### src/rtl/blg_pkg.sv
// Shared constants and types for the line generator.
// No dependencies; blg_csr_if and every module refer to names here by scope.
package blg_pkg;

   localparam int COORD_BITS_DEF = 16;
   localparam int VIEW_BITS      = 13;
   localparam int QUEUE_DEPTH    = 2;

   localparam logic [VIEW_BITS-1:0] VIEW_WIDTH_RST  = 13'd240;
   localparam logic [VIEW_BITS-1:0] VIEW_HEIGHT_RST = 13'd208;

   typedef enum logic {
      ACT_START = 1'b0,
      ACT_STEP  = 1'b1
   } action_type;

   typedef enum logic {
      CSR_VIEW_WIDTH  = 1'b0,
      CSR_VIEW_HEIGHT = 1'b1
   } csr_index_type;

   typedef struct packed {
      logic not_empty;
      logic full;
   } queue_stat_type;

endpackage

### src/rtl/blg_req_if.sv
// Request channel: valid/ready handshake with the line command payload.
// Depends on nothing but its COORD_BITS parameter.
interface blg_req_if #(parameter int COORD_BITS = 16);
   logic                         valid;
   logic                         ready;
   logic                         action;
   logic signed [COORD_BITS-1:0] x_start;
   logic signed [COORD_BITS-1:0] y_start;
   logic signed [COORD_BITS-1:0] x_end;
   logic signed [COORD_BITS-1:0] y_end;

   modport source (output valid, action, x_start, y_start, x_end, y_end, input ready);
   modport sink   (input valid, action, x_start, y_start, x_end, y_end, output ready);
endinterface

### src/rtl/blg_rsp_if.sv
// Response channel: valid/ready handshake carrying one pixel per transaction.
// Depends on nothing but its COORD_BITS parameter.
interface blg_rsp_if #(parameter int COORD_BITS = 16);
   logic                         valid;
   logic                         ready;
   logic signed [COORD_BITS-1:0] pixel_x;
   logic signed [COORD_BITS-1:0] pixel_y;
   logic                         on_screen;
   logic                         last_pixel;

   modport source (output valid, pixel_x, pixel_y, on_screen, last_pixel, input ready);
   modport sink   (input valid, pixel_x, pixel_y, on_screen, last_pixel, output ready);
endinterface

### src/rtl/blg_csr_if.sv
// Register write channel: valid/ready handshake with index and data.
// Depends on blg_pkg for the data width.
interface blg_csr_if;
   logic                          valid;
   logic                          ready;
   logic                          index;
   logic [blg_pkg::VIEW_BITS-1:0] data;

   modport source (output valid, index, data, input ready);
   modport sink   (input valid, index, data, output ready);
endinterface

### src/rtl/bresenham_line_generator.sv
// Top level of the line generator: view registers, front end, queue, back end.
// Depends on blg_pkg, the three channel interfaces, blg_front, blg_queue, blg_back.
//
// Usage:
//   req_ch carries commands. action START loads a new line from the two
//   endpoints and gives no response; any line in progress is dropped.
//   action STEP gives one pixel on rsp_ch while a line is active and
//   nothing once the pixel flagged last_pixel has been sent.
//   csr_ch writes view_width (index 0) and view_height (index 1); it is
//   always ready and takes effect on the next pixel produced.
// Timing:
//   A transaction enters the two-entry queue on the cycle it is accepted;
//   the back end takes it from the queue head and registers the pixel in
//   the response register, which drives rsp_ch.
//   Throughput is one transaction per cycle while rsp_ch is not held, set
//   by the add/compare/subtract step of the back end.
// Reset:
//   reset clears the queue, the active line and the response valid flag and
//   loads the view registers with 240 by 208.
// Stall:
//   While rsp_ch is held, the pixel holds in the response register, the
//   queue fills and req_ch.ready drops once it is full.
module bresenham_line_generator #(
   parameter int COORD_BITS = blg_pkg::COORD_BITS_DEF
) (
   input  logic      clock,
   input  logic      reset,
   blg_req_if.sink   req_ch,
   blg_rsp_if.source rsp_ch,
   blg_csr_if.sink   csr_ch
);

   localparam int ENTRY_W = 4 * COORD_BITS + 2;

   logic [blg_pkg::VIEW_BITS-1:0] view_width_ff,  view_width_in;
   logic [blg_pkg::VIEW_BITS-1:0] view_height_ff, view_height_in;

   logic                    push;
   logic [ENTRY_W-1:0]      push_data;
   logic                    pop;
   logic [ENTRY_W-1:0]      head_data;
   blg_pkg::queue_stat_type stat;

   always_comb begin
      view_width_in  = view_width_ff;
      view_height_in = view_height_ff;
      if (csr_ch.valid) begin
         unique case (blg_pkg::csr_index_type'(csr_ch.index))
            blg_pkg::CSR_VIEW_WIDTH:  view_width_in  = csr_ch.data;
            blg_pkg::CSR_VIEW_HEIGHT: view_height_in = csr_ch.data;
            default: begin
               view_width_in  = view_width_ff;
               view_height_in = view_height_ff;
            end
         endcase
      end
   end

   always_ff @(posedge clock) begin
      if (reset) begin
         view_width_ff  <= blg_pkg::VIEW_WIDTH_RST;
         view_height_ff <= blg_pkg::VIEW_HEIGHT_RST;
      end else begin
         view_width_ff  <= view_width_in;
         view_height_ff <= view_height_in;
      end
   end

   assign csr_ch.ready = 1'b1;

   blg_front #(
      .COORD_BITS (COORD_BITS)
   ) u_front (
      .req       (req_ch),
      .stat      (stat),
      .push      (push),
      .push_data (push_data)
   );

   blg_queue #(
      .WIDTH (ENTRY_W),
      .DEPTH (blg_pkg::QUEUE_DEPTH)
   ) u_queue (
      .clock     (clock),
      .reset     (reset),
      .push      (push),
      .push_data (push_data),
      .pop       (pop),
      .pop_data  (head_data),
      .stat      (stat)
   );

   blg_back #(
      .COORD_BITS (COORD_BITS)
   ) u_back (
      .clock       (clock),
      .reset       (reset),
      .head_data   (head_data),
      .stat        (stat),
      .pop         (pop),
      .view_width  (view_width_ff),
      .view_height (view_height_ff),
      .rsp         (rsp_ch)
   );

endmodule

### src/rtl/blg_front.sv
// Front end: accepts request transactions, orders endpoints by x and
// forms the raw deltas for the queue. Depends on blg_pkg and blg_req_if.
module blg_front #(
   parameter int COORD_BITS = blg_pkg::COORD_BITS_DEF,
   localparam int ENTRY_W   = 4 * COORD_BITS + 2
) (
   blg_req_if.sink              req,
   input  blg_pkg::queue_stat_type stat,
   output logic                 push,
   output logic [ENTRY_W-1:0]   push_data
);

   logic signed [COORD_BITS-1:0] x0;
   logic signed [COORD_BITS-1:0] y0;
   logic signed [COORD_BITS-1:0] x1;
   logic signed [COORD_BITS-1:0] y1;
   logic signed [COORD_BITS:0]   dx_wide;
   logic signed [COORD_BITS:0]   dy_wide;
   logic                         swap;

   always_comb begin
      swap    = req.x_start > req.x_end;
      x0      = swap ? req.x_end   : req.x_start;
      y0      = swap ? req.y_end   : req.y_start;
      x1      = swap ? req.x_start : req.x_end;
      y1      = swap ? req.y_start : req.y_end;
      dx_wide = {x1[COORD_BITS-1], x1} - {x0[COORD_BITS-1], x0};
      dy_wide = {y1[COORD_BITS-1], y1} - {y0[COORD_BITS-1], y0};
   end

   assign req.ready = !stat.full;
   assign push      = req.valid && !stat.full;
   assign push_data = {req.action, x0, y0, dx_wide[COORD_BITS-1:0], dy_wide};

endmodule

### src/rtl/blg_queue.sv
// Short register queue between the front end and the stepping back end.
// Depends on blg_pkg for the status struct.
module blg_queue #(
   parameter int WIDTH = 66,
   parameter int DEPTH = blg_pkg::QUEUE_DEPTH,
   localparam int PTR_W = (DEPTH > 1) ? $clog2(DEPTH) : 1,
   localparam int CNT_W = $clog2(DEPTH + 1)
) (
   input  logic                    clock,
   input  logic                    reset,
   input  logic                    push,
   input  logic [WIDTH-1:0]        push_data,
   input  logic                    pop,
   output logic [WIDTH-1:0]        pop_data,
   output blg_pkg::queue_stat_type stat
);

   logic [WIDTH-1:0] entry_ff [DEPTH];
   logic [PTR_W-1:0] wr_ptr_ff;
   logic [PTR_W-1:0] wr_ptr_in;
   logic [PTR_W-1:0] rd_ptr_ff;
   logic [PTR_W-1:0] rd_ptr_in;
   logic [CNT_W-1:0] count_ff;
   logic [CNT_W-1:0] count_in;

   function automatic logic [PTR_W-1:0] next_ptr(input logic [PTR_W-1:0] p);
      if (p == PTR_W'(DEPTH - 1)) begin
         return '0;
      end
      return p + PTR_W'(1);
   endfunction

   always_comb begin
      wr_ptr_in = push ? next_ptr(wr_ptr_ff) : wr_ptr_ff;
      rd_ptr_in = pop  ? next_ptr(rd_ptr_ff) : rd_ptr_ff;
      count_in  = count_ff;
      if (push && !pop) begin
         count_in = count_ff + CNT_W'(1);
      end else if (pop && !push) begin
         count_in = count_ff - CNT_W'(1);
      end
   end

   always_ff @(posedge clock) begin
      if (reset) begin
         wr_ptr_ff <= '0;
         rd_ptr_ff <= '0;
         count_ff  <= '0;
      end else begin
         wr_ptr_ff <= wr_ptr_in;
         rd_ptr_ff <= rd_ptr_in;
         count_ff  <= count_in;
      end
   end

   always_ff @(posedge clock) begin
      if (push) begin
         entry_ff[wr_ptr_ff] <= push_data;
      end
   end

   assign pop_data       = entry_ff[rd_ptr_ff];
   assign stat.not_empty = count_ff != '0;
   assign stat.full      = count_ff == CNT_W'(DEPTH);

endmodule

### src/rtl/blg_back.sv
// Back end: loads line setup from the queue and steps one pixel per
// transaction into the response register. Depends on blg_pkg and blg_rsp_if.
module blg_back #(
   parameter int COORD_BITS = blg_pkg::COORD_BITS_DEF,
   localparam int ENTRY_W   = 4 * COORD_BITS + 2,
   localparam int CMP_W     = (COORD_BITS > blg_pkg::VIEW_BITS) ?
                              COORD_BITS : blg_pkg::VIEW_BITS
) (
   input  logic                          clock,
   input  logic                          reset,
   input  logic [ENTRY_W-1:0]            head_data,
   input  blg_pkg::queue_stat_type       stat,
   output logic                          pop,
   input  logic [blg_pkg::VIEW_BITS-1:0] view_width,
   input  logic [blg_pkg::VIEW_BITS-1:0] view_height,
   blg_rsp_if.source                     rsp
);

   localparam int C = COORD_BITS;

   logic                head_action;
   logic signed [C-1:0] head_x0;
   logic signed [C-1:0] head_y0;
   logic [C-1:0]        head_dx;
   logic signed [C:0]   head_dy;

   logic [C-1:0] ady;
   logic         ld_y_down;
   logic         ld_steep;
   logic [C-1:0] ld_major;
   logic [C-1:0] ld_minor;

   logic [C-1:0] cur_x_ff,   cur_x_in;
   logic [C-1:0] cur_y_ff,   cur_y_in;
   logic [C-1:0] major_ff,   major_in;
   logic [C-1:0] minor_ff,   minor_in;
   logic [C:0]   error_ff,   error_in;
   logic [C:0]   left_ff,    left_in;
   logic         y_down_ff,  y_down_in;
   logic         steep_ff,   steep_in;
   logic         active_ff,  active_in;

   logic         rsp_valid_ff,  rsp_valid_in;
   logic [C-1:0] rsp_x_ff,      rsp_x_in;
   logic [C-1:0] rsp_y_ff,      rsp_y_in;
   logic         rsp_on_ff,     rsp_on_in;
   logic         rsp_last_ff,   rsp_last_in;

   logic         out_free;
   logic         emit;
   logic         is_last;
   logic [C:0]   err_sum;
   logic         minor_step;
   logic [C-1:0] y_next;
   logic [C-1:0] x_next;

   always_comb begin
      {head_action, head_x0, head_y0, head_dx, head_dy} = head_data;

      ld_y_down = head_dy[C];
      ady       = ld_y_down ? (~head_dy[C-1:0] + C'(1)) : head_dy[C-1:0];
      ld_steep  = head_dx < ady;
      ld_major  = ld_steep ? ady : head_dx;
      ld_minor  = ld_steep ? head_dx : ady;

      out_free  = !rsp_valid_ff || rsp.ready;
      emit      = stat.not_empty && (head_action == blg_pkg::ACT_STEP) && active_ff
                  && out_free;
      pop       = stat.not_empty && ((head_action == blg_pkg::ACT_START) || !active_ff
                  || out_free);

      is_last    = left_ff == (C+1)'(1);
      err_sum    = error_ff + {1'b0, minor_ff};
      minor_step = err_sum >= {1'b0, major_ff};
      y_next     = y_down_ff ? (cur_y_ff - C'(1)) : (cur_y_ff + C'(1));
      x_next     = cur_x_ff + C'(1);

      cur_x_in  = cur_x_ff;
      cur_y_in  = cur_y_ff;
      major_in  = major_ff;
      minor_in  = minor_ff;
      error_in  = error_ff;
      left_in   = left_ff;
      y_down_in = y_down_ff;
      steep_in  = steep_ff;
      active_in = active_ff;

      if (pop && (head_action == blg_pkg::ACT_START)) begin
         cur_x_in  = head_x0;
         cur_y_in  = head_y0;
         major_in  = ld_major;
         minor_in  = ld_minor;
         error_in  = {2'b00, ld_major[C-1:1]};
         left_in   = {1'b0, ld_major} + (C+1)'(1);
         y_down_in = ld_y_down;
         steep_in  = ld_steep;
         active_in = 1'b1;
      end else if (emit) begin
         if (is_last) begin
            left_in   = '0;
            active_in = 1'b0;
         end else begin
            left_in  = left_ff - (C+1)'(1);
            error_in = minor_step ? (err_sum - {1'b0, major_ff}) : err_sum;
            if (steep_ff) begin
               cur_y_in = y_next;
               if (minor_step) begin
                  cur_x_in = x_next;
               end
            end else begin
               cur_x_in = x_next;
               if (minor_step) begin
                  cur_y_in = y_next;
               end
            end
         end
      end

      rsp_valid_in = emit ? 1'b1 : (rsp.ready ? 1'b0 : rsp_valid_ff);
      rsp_x_in     = rsp_x_ff;
      rsp_y_in     = rsp_y_ff;
      rsp_on_in    = rsp_on_ff;
      rsp_last_in  = rsp_last_ff;
      if (emit) begin
         rsp_x_in    = cur_x_ff;
         rsp_y_in    = cur_y_ff;
         rsp_on_in   = !cur_x_ff[C-1] && !cur_y_ff[C-1]
                       && (CMP_W'(cur_x_ff) < CMP_W'(view_width))
                       && (CMP_W'(cur_y_ff) < CMP_W'(view_height));
         rsp_last_in = is_last;
      end
   end

   always_ff @(posedge clock) begin
      if (reset) begin
         cur_x_ff     <= '0;
         cur_y_ff     <= '0;
         major_ff     <= '0;
         minor_ff     <= '0;
         error_ff     <= '0;
         left_ff      <= '0;
         y_down_ff    <= 1'b0;
         steep_ff     <= 1'b0;
         active_ff    <= 1'b0;
         rsp_valid_ff <= 1'b0;
      end else begin
         cur_x_ff     <= cur_x_in;
         cur_y_ff     <= cur_y_in;
         major_ff     <= major_in;
         minor_ff     <= minor_in;
         error_ff     <= error_in;
         left_ff      <= left_in;
         y_down_ff    <= y_down_in;
         steep_ff     <= steep_in;
         active_ff    <= active_in;
         rsp_valid_ff <= rsp_valid_in;
      end
   end

   always_ff @(posedge clock) begin
      rsp_x_ff    <= rsp_x_in;
      rsp_y_ff    <= rsp_y_in;
      rsp_on_ff   <= rsp_on_in;
      rsp_last_ff <= rsp_last_in;
   end

   assign rsp.valid      = rsp_valid_ff;
   assign rsp.pixel_x    = rsp_x_ff;
   assign rsp.pixel_y    = rsp_y_ff;
   assign rsp.on_screen  = rsp_on_ff;
   assign rsp.last_pixel = rsp_last_ff;

endmodule
### src/flat_wrapper.sv
// flat-port wrapper written by rule: the top's interface ports become plain ports
module bresenham_line_generator_flat 
#(
   parameter int COORD_BITS = blg_pkg::COORD_BITS_DEF
)
  (clock, reset, req_ch_valid, req_ch_action, req_ch_x_start, req_ch_y_start, req_ch_x_end, req_ch_y_end, req_ch_ready, rsp_ch_valid, rsp_ch_pixel_x, rsp_ch_pixel_y, rsp_ch_on_screen, rsp_ch_last_pixel, rsp_ch_ready, csr_ch_valid, csr_ch_index, csr_ch_data, csr_ch_ready);
  blg_req_if #(.COORD_BITS(COORD_BITS)) req_ch_i ();
  blg_rsp_if #(.COORD_BITS(COORD_BITS)) rsp_ch_i ();
  blg_csr_if csr_ch_i ();
  input  logic clock;
  input  logic reset;
  input wire logic [$bits(req_ch_i.valid)-1:0] req_ch_valid;
  input wire logic [$bits(req_ch_i.action)-1:0] req_ch_action;
  input wire logic [$bits(req_ch_i.x_start)-1:0] req_ch_x_start;
  input wire logic [$bits(req_ch_i.y_start)-1:0] req_ch_y_start;
  input wire logic [$bits(req_ch_i.x_end)-1:0] req_ch_x_end;
  input wire logic [$bits(req_ch_i.y_end)-1:0] req_ch_y_end;
  output wire logic [$bits(req_ch_i.ready)-1:0] req_ch_ready;
  output wire logic [$bits(rsp_ch_i.valid)-1:0] rsp_ch_valid;
  output wire logic [$bits(rsp_ch_i.pixel_x)-1:0] rsp_ch_pixel_x;
  output wire logic [$bits(rsp_ch_i.pixel_y)-1:0] rsp_ch_pixel_y;
  output wire logic [$bits(rsp_ch_i.on_screen)-1:0] rsp_ch_on_screen;
  output wire logic [$bits(rsp_ch_i.last_pixel)-1:0] rsp_ch_last_pixel;
  input wire logic [$bits(rsp_ch_i.ready)-1:0] rsp_ch_ready;
  input wire logic [$bits(csr_ch_i.valid)-1:0] csr_ch_valid;
  input wire logic [$bits(csr_ch_i.index)-1:0] csr_ch_index;
  input wire logic [$bits(csr_ch_i.data)-1:0] csr_ch_data;
  output wire logic [$bits(csr_ch_i.ready)-1:0] csr_ch_ready;
  assign req_ch_i.valid = req_ch_valid;
  assign req_ch_i.action = req_ch_action;
  assign req_ch_i.x_start = req_ch_x_start;
  assign req_ch_i.y_start = req_ch_y_start;
  assign req_ch_i.x_end = req_ch_x_end;
  assign req_ch_i.y_end = req_ch_y_end;
  assign req_ch_ready = req_ch_i.ready;
  assign rsp_ch_valid = rsp_ch_i.valid;
  assign rsp_ch_pixel_x = rsp_ch_i.pixel_x;
  assign rsp_ch_pixel_y = rsp_ch_i.pixel_y;
  assign rsp_ch_on_screen = rsp_ch_i.on_screen;
  assign rsp_ch_last_pixel = rsp_ch_i.last_pixel;
  assign rsp_ch_i.ready = rsp_ch_ready;
  assign csr_ch_i.valid = csr_ch_valid;
  assign csr_ch_i.index = csr_ch_index;
  assign csr_ch_i.data = csr_ch_data;
  assign csr_ch_ready = csr_ch_i.ready;
  bresenham_line_generator #(.COORD_BITS(COORD_BITS)) u_core (.clock(clock), .reset(reset), .req_ch(req_ch_i), .rsp_ch(rsp_ch_i), .csr_ch(csr_ch_i));
endmodule
### config.mk
export PLATFORM = sky130hd
export DESIGN_NAME = bresenham_line_generator_flat
export DESIGN_NICKNAME = d
export VERILOG_FILES = /design/src/rtl/blg_pkg.sv /design/src/rtl/blg_req_if.sv /design/src/rtl/blg_rsp_if.sv /design/src/rtl/blg_csr_if.sv /design/src/rtl/bresenham_line_generator.sv /design/src/rtl/blg_front.sv /design/src/rtl/blg_queue.sv /design/src/rtl/blg_back.sv /design/src/flat_wrapper.sv
export SDC_FILE = /design/constraint.sdc
export NUM_CORES = 1
export LEC_CHECK = 0
export BUFFER_PORTS_ARGS = -buffer_cell sky130_fd_sc_hd__buf_4
export CORE_ASPECT_RATIO = 1.25
export CORE_MARGIN = 5
export CORE_UTILIZATION = 39
export DETAILED_ROUTE_END_ITERATION = 6
export SYNTH_ARGS = -nofsm -noshare
export SYNTH_HDL_FRONTEND = slang
export SYNTH_SLANG_ARGS = --single-unit
### constraint.sdc
create_clock -name clock -period 6.96 [get_ports clock]
set_input_delay 0 -clock clock [delete_from_list [all_inputs] [get_ports clock]]
set_output_delay 0 -clock clock [all_outputs]
set_load 0.05 [all_outputs]
==> results of run 1 <==
flip-flops by register name, indices dropped and copies added (netlist names), 16 cells and up, named ones only:
| register | cells |
|---|---|
| u_core.u_back.minor_ff | 16 |
| u_core.u_back.cur_x_ff | 16 |
| u_core.u_queue.entry_ff | 132 |
| u_core.u_back.rsp.pixel_y | 16 |
| u_core.u_back.major_ff | 16 |
| u_core.u_back.error_ff | 17 |
| u_core.u_back.rsp.pixel_x | 16 |
| u_core.u_back.cur_y_ff | 16 |
| u_core.u_back.left_ff | 17 |
logic make-up (layout without fill, tap and decap cells):
kind of cell,Yosys count,in the layout,synth area share [%]
XOR/XNOR,108,108,5.08
AO/OA/AOI/OAI,527,527,18.7
adder cells (fa/ha/maj),130,130,8.62
other,1,1,0.0201
AND/OR/NAND/NOR,668,668,16.9
buffers and inverters,221,403,4.70
multiplexers,90,90,4.95
flip-flops,299,299,41.1
where the power goes:
| group | leakage [uW] | total (uW) | switching, uW | internal, uW |
|---|---|---|---|---|
| logic | 0.00542 | 6120 | 3720 | 2400 |
| registers | 0.00264 | 2750 | 368 | 2380 |
| clock network | 0.000505 | 1710 | 718 | 996 |
area by class of cell:
type                            instances  area (sq um)  share of cell area (%)
Tap cell                              637           797                    3.63
Timing Repair Buffer                  214          1810                    8.26
Clock inverter                         15           183                   0.833
Clock buffer                           43           873                    3.98
Multi-Input combinational cell       1524         10100                    46.2
Sequential cell                       299          7650                    34.9
Inverter                              131           492                    2.24
cell usage after synthesis, types with 10 or more instances:
cell type and n:
nand2_1 210, nor2_1 202, edfxtp_1 166, a21oi_1 135, dfxtp_1 133, inv_1 131
o21ai_0 118, ha_1 109, mux2i_1 74, a211oi_1 65, xnor2_1 64, clkbuf_1 60
nor2b_1 46, xor2_1 44, nor3_1 41, nand2b_1 39, a21o_1 25, nand3_1 25
a31oi_1 24, maj3_1 18, or3_1 18, mux2_2 16, and3_1 14, o21a_1 14
o22ai_1 14, o211ai_1 13, and2_1 12, buf_2 12, nand4_1 12, buf_1 11
a211o_1 10, nor3b_1 10
cells in the final DEF (no fill, tap or decap), types with 7 or more instances in the layout:
master / instances
a2111oi_0: 8
a211o_1: 10
a211oi_1: 65
a21o_1: 25
a21oi_1: 135
a221oi_1: 9
a31oi_1: 24
and2_1: 12
and3_1: 13
buf_4: 132
clkbuf_1: 9
clkbuf_16: 33
dfxtp_1: 132
dlygate4sd3_1: 82
edfxtp_1: 166
ha_1: 109
inv_1: 131
maj3_1: 18
mux2_2: 16
mux2i_1: 74
nand2_1: 210
nand2b_1: 39
nand3_1: 25
nand3b_1: 9
nand4_1: 12
nor2_1: 200
nor2b_1: 46
nor3_1: 41
nor3b_1: 10
nor4_1: 9
o211ai_1: 13
o21a_1: 14
o21ai_0: 118
o21ai_1: 8
o22ai_1: 14
o31ai_1: 7
or3_1: 18
xnor2_1: 64
xor2_1: 44
worst max-delay path by stage:
| stage | end | start | depth (start not counted) | slack (ps) |
|---|---|---|---|---|
| final | u_core.u_back.left_ff[12]$_SDFFE_PP0P_ | register | 15 | 1290 |
| after detailed placement | u_core.u_back.left_ff[12]$_SDFFE_PP0P_ | register | 15 | 1230 |
| after CTS | u_core.u_back.left_ff[12]$_SDFFE_PP0P_ | register | 15 | 1200 |
| after global routing | u_core.u_back.left_ff[12]$_SDFFE_PP0P_ | register | 15 | 800 |
| after global placement | u_core.u_back.left_ff[12]$_SDFFE_PP0P_ | register | 15 | 1220 |
| after floorplan | u_core.u_back.left_ff[12]$_SDFFE_PP0P_ | register | 21 | 1690 |
worst max-delay path: stages (launching register included):
cell	delay, ps
dfxtp_4	770
mux2i_1	540
o221ai_1	320
o31ai_1	560
nand2_1	120
xor2_1	220
ha_1	320
nand2_1	80
or3_1	420
o21ai_4	570
buf_4	480
mux2i_1	400
and3_1	280
nand2_1	80
xnor2_1	130
a221oi_1	270
through the flow:
stage	hold WS, ps	power [uW]
2_1_floorplan	98.9	7310
3_3_place_gp	189	8720
3_5_place_dp	193	8820
4_1_cts	0.758	10600
5_1_grt	27.5	11400
6_report	11.2	10600
metal layers:
layer	vias up	track usage (%)
met2	296	34.5
met3	50	2.00
met1	7299	24.6
met4	0	4.10
li1	7684	-
met5	-	0
==> out/metrics.csv, run 1 <==
metric,value,unit
numCtsBuffers,31,
fmax,176,MHz
hpwl,38500,um
ff2ff_setup_slack,1290,ps
via_count,15300,
grt_start_max_net_pins,94,
max_cap_violations,0,
critPathArrivalTime,6170,ps
synth_area_leader_cell,edfxtp_1,
stdcell_count,2863,
drc_errors,0,
stdcell_area,0.0219,sq mm
cts_setup_buffers,0,
synth_area_leaders,"edfxtp_1 (27%), dfxtp_1 (14%), ha_1 (7.3%)",
num_io_pins,121,
path_clk_slew,60,ps
grt_overflow,0,
min_to,u_core.u_queue.entry_ff[0][17]$_DFFE_PP_,
setup_viol,0,
period_minus_slack,5670,ps
status,completed,
hp-start,req_ch_x_end[0],
peakVddDrop,0.000255,V
wl_per_cell,17.8,um
rsz0062_at_grt,no,
port-buffer-count,119,
synth-main-ff-cell,edfxtp_1,
dieWidth,205,um
drive_above_1_share,10.2,%
grt_usage,19.0,%
finalClockSkew,25.9,ps
cts_root_buf,clkbuf_16,
ctsHoldBuffers,82,
setup_ws,1290,ps
hold_viol,0,
drt-total-wl,51100,um
seq_area_frac_synth,41.1,%
clkLatencyLatePin,600,ps
avgSynthCellArea,9.11,sq um
core_area,0.0472,sq mm
synth_top_area_share,26.8,%
regToRegEndpoint,u_core.u_back.left_ff[12]$_SDFFE_PP0P_,
relSlewSlack,14.3,%
layout.nets,2397,
timing.final.crit_share,81.5,%
synth_seq_cells,299,
clkSinkCount,299,
crit_type,reg2reg,
synthDistinctLibCells,92,
p_leak,0.00857,uW
drtPass1Iterations,5,
whs_path_depth,3,
met2_wirelength,25900,um
cts_tree,yes,
cts_max_level,1,
diodes,0,
area_delta_synth_final,17.8,%
tightest_slew,1270,ps
drt_iter0_drc,952,
path_max_fanout,49,
wl_met3,1990,um
cts_max_path_buffers,3,
start_util,39.4,%
grt_pass1_vias,14700,
syn_area,0.0186,sq mm
startpoint_type,register,
syn_inst,2044,
rows,89,
synth-edff-count,166,
cts_resized,0,
place_area,0.0201,sq mm
preCtsSetupSlack,1230,ps
synth_fp_nets,2240,
reg2reg_depth,15,
power-per-cell-area,483,mW/mm^2
top_layer,met4,
dp_cells,2723,
viasPerCell,5.35,
ys_warn_count,0,
nFillCells,4539,
die-area,0.0522,sq mm
ant_nets,0,
hold_class,in2reg,
end_kind,register,
gp_congestion,0.855,
dieHeight,254,um
setup_tns,0,ps
antenna_found_initial,1,
drv_slew,0,
crit_required,7460,ps
synthArstFlopShare,0,%
final_core_util,46.4,%
grt_pass1_wl,80100,um
wl_met1,22300,um
No activity file was read; power rests on OpenSTA's default activity.
==> run 2: changes to the inputs <==
==> constraint.sdc (replaced) <==
create_clock -name clock -period 4.7 [get_ports clock]
set_input_delay 0 -clock clock [delete_from_list [all_inputs] [get_ports clock]]
set_output_delay 0 -clock clock [all_outputs]
set_load 0.05 [all_outputs]
==> run 2 against run 1 <==
Effect of this change: fmax grew 25%; sequential power grew 46%; utilization grew 1.8 points; sequential share of layout area shrank 1.3 points; via count grew 3.8%; total power grew 67%; first-iteration DRC count grew 1.3%; clock power grew 50%.
==> out/metrics.csv, run 2 (synthesis gave the netlist of run 1 again) <==
metric,value,unit,change
status,completed,,
max_stage_delay,440,ps,-330 ps
cp_common_cell,buf_6,,
rows,89,,unchanged
drive_above_1_share,15.1,%,+4.9 points
wl_per_cell,18.1,um,+1.6%
finalClockSkew,14.4,ps,-11.5 ps
clock_power_share,14.5,%,-1.7 points
combinationalPowerShare,62.8,%,+5.0 points
grt_usage,19.6,%,+0.60 points
relSlewSlack,19.9,%,+5.6 points
largest-register,u_core.u_queue.entry_ff,,
drt_iter0_drc,964,,+1.3%
grt_pass1_vias,15300,,+4.2%
fmax,221,MHz,+25%
area_delta_synth_final,22.3,%,
swShare,44.2,%,-1.2 points
die-area,0.0522,sq mm,unchanged
setup_viol,0,,unchanged
seqPwrFrac,22.7,%,-3.3 points
period_minus_slack,4530,ps,-1150 ps
start_util,39.4,%,unchanged
cp_top_family,compound AO/OA/AOI/OAI gates,,
power-per-cell-area,776,mW/mm^2,+61%
met2_usage,34.9,%,+0.41 points
startpoint_type,register,,
clkSinkCount,299,,unchanged
final_common_cell,nand2_1,,
largest_reg_flops,132,,unchanged
reg_top3,"u_core.u_queue.entry_ff (132), u_core.u_back.error_ff (17), u_core.u_back.left_ff (17)",,
intPower,9870,uW,+71%
num_io_pins,121,,unchanged
setup_tns,0,ps,unchanged
port-buffer-count,119,,unchanged
hpwl,39700,um,+3.2%
viasPerCell,5.42,,+1.2%
nFillCells,4559,,+0.44%
crit_type,reg2reg,,
via_count,15900,,+3.8%
ff2ff_setup_slack,170,ps,-1110 ps
use_met1,25.8,%,+1.2 points
worstPathBufferInverterCount,2,,+1
peakVddDrop,0.000520,V,+100%
tightest_slew,1190,ps,-82.7 ps
clkLatencyLatePin,590,ps,about the same
end_kind,register,,
grt_pass1_wl,82700,um,+3.3%
regArea,0.00765,sq mm,about the same
timing.final.crit_share,96.3,%,+15 points
p_sw,7800,uW,+62%
worstPathCellList,ha_1 > a21o_1 > a21oi_2 > nor2b_1 > o21ai_2 > a211o_1 > nand3_1 > o211ai_1 > o311a_1 > or4b_1 > o311ai_1 > ha_2 > o21a_1 > o22ai_2 > buf_6 > a21boi_4 > buf_6 > a211o_4 > or3_4 > a311oi_2,,
cts_root_buf,clkbuf_16,,
use_met3,1.86,%,-0.14 points
cts_max_level,1,,unchanged
hold_viol,0,,unchanged
dieHeight,254,um,unchanged
grt_overflow,0,,unchanged
path_max_fanout,8,,-84%
diodes,0,,unchanged
grt_start_max_net_pins,67,,-29%
core_area,0.0472,sq mm,unchanged
gp_congestion,0.937,,+9.6%
busiest_layer,met2,,
drv_slew,0,,unchanged
hold_class,in2reg,,
max_cap_violations,0,,unchanged
p_leak,0.00899,uW,+4.9%
antenna_found_initial,0,,-1
drtPass1Iterations,5,,unchanged
cts_tree,yes,,
ant_nets,0,,unchanged
critPathArrivalTime,5030,ps,-1140 ps
numCtsBuffers,31,,unchanged
multiInputGateArea,0.0103,sq mm,+2.2%
total_power,17700,uW,+67%
path_clk_slew,60,ps,about the same
drc_errors,0,,unchanged
mostFrequentLayoutCells,"nand2_1 (208), nor2_1 (199), buf_4 (194)",,
drt-total-wl,53200,um,+4.2%
crit_required,5200,ps,-2260 ps
dieWidth,205,um,unchanged
layout.nets,2469,,+3.0%
cts_max_path_buffers,3,,unchanged
cpMaxStageDelayCell,or4b_1,,
-- run 2: power groups by stage --
stage,logic (uW),registers [uW],clock network [uW]
global route,12100,4090,2710
floorplan,6930,3960,0
detailed placement,10000,4060,0
global placement,9890,4040,0
finish,11100,4020,2560
CTS,10200,4010,2610
-- run 2: layer usage --
metal  vias up  wire [um]  share of wire, %
li1       7832          -                 -
met1      7619      23500                44
met2       390      26400                50
met3        67       2170               4.1
met4         0       1150               2.2
met5         -          0                 0
-- run 2: repair_timing --
action,in CTS,in global routing
hold buffers,83,0
resized for setup,3,54
pin swaps,0,21
endpoints found under the hold margin,143,0
endpoints found under the setup margin,8,59
gates cloned,0,1
buffers inserted,0,12
-- run 2: worst paths after layout --
path,startpoint,endpoint,cells after the start
hold / removal,req_ch_y_end[8],u_core.u_queue.entry_ff[1][8]$_DFFE_PP_,4
setup / recovery,u_core.u_back.minor_ff[1]$_SDFFE_PP0P_,u_core.u_back.cur_x_ff[13]$_SDFFE_PP0P_,20
setup reg to reg,u_core.u_back.minor_ff[1]$_SDFFE_PP0P_,u_core.u_back.cur_x_ff[13]$_SDFFE_PP0P_,20
hold reg to reg,u_core.view_height_ff[12]$_SDFFE_PP0P_,u_core.view_height_ff[12]$_SDFFE_PP0P_,2
-- run 2: final cells by class --
| class | count | share of cell area, % |
|---|---|---|
| Multi-Input combinational cell | 1524 | 45.4 |
| Timing Repair Buffer | 286 | 10.6 |
| Sequential cell | 299 | 33.6 |
| Inverter | 131 | 2.16 |
| Clock buffer | 38 | 3.61 |
| Clock inverter | 20 | 1.06 |
| Tap cell | 637 | 3.50 |
-- run 2: metrics by stage --
stage               area, sq um  hold slack [ps]  instances  utilization, %  setup slack, ps
global placement          20500              202       2781            43.5             75.4
detailed placement        20500              205       2781            43.5            -31.1
CTS                       22400            0.509       2922            47.5             23.4
finish                    22800             16.7       2935            48.2              173
global route              22800             36.9       2935            48.2            -35.3
floorplan                 18600             98.9       2044               -            -23.6
-- run 2: worst min-delay path: stages --
cell	delay, ps
buf_4	110
xor2_1	120
nand3_1	90
and2_1	160
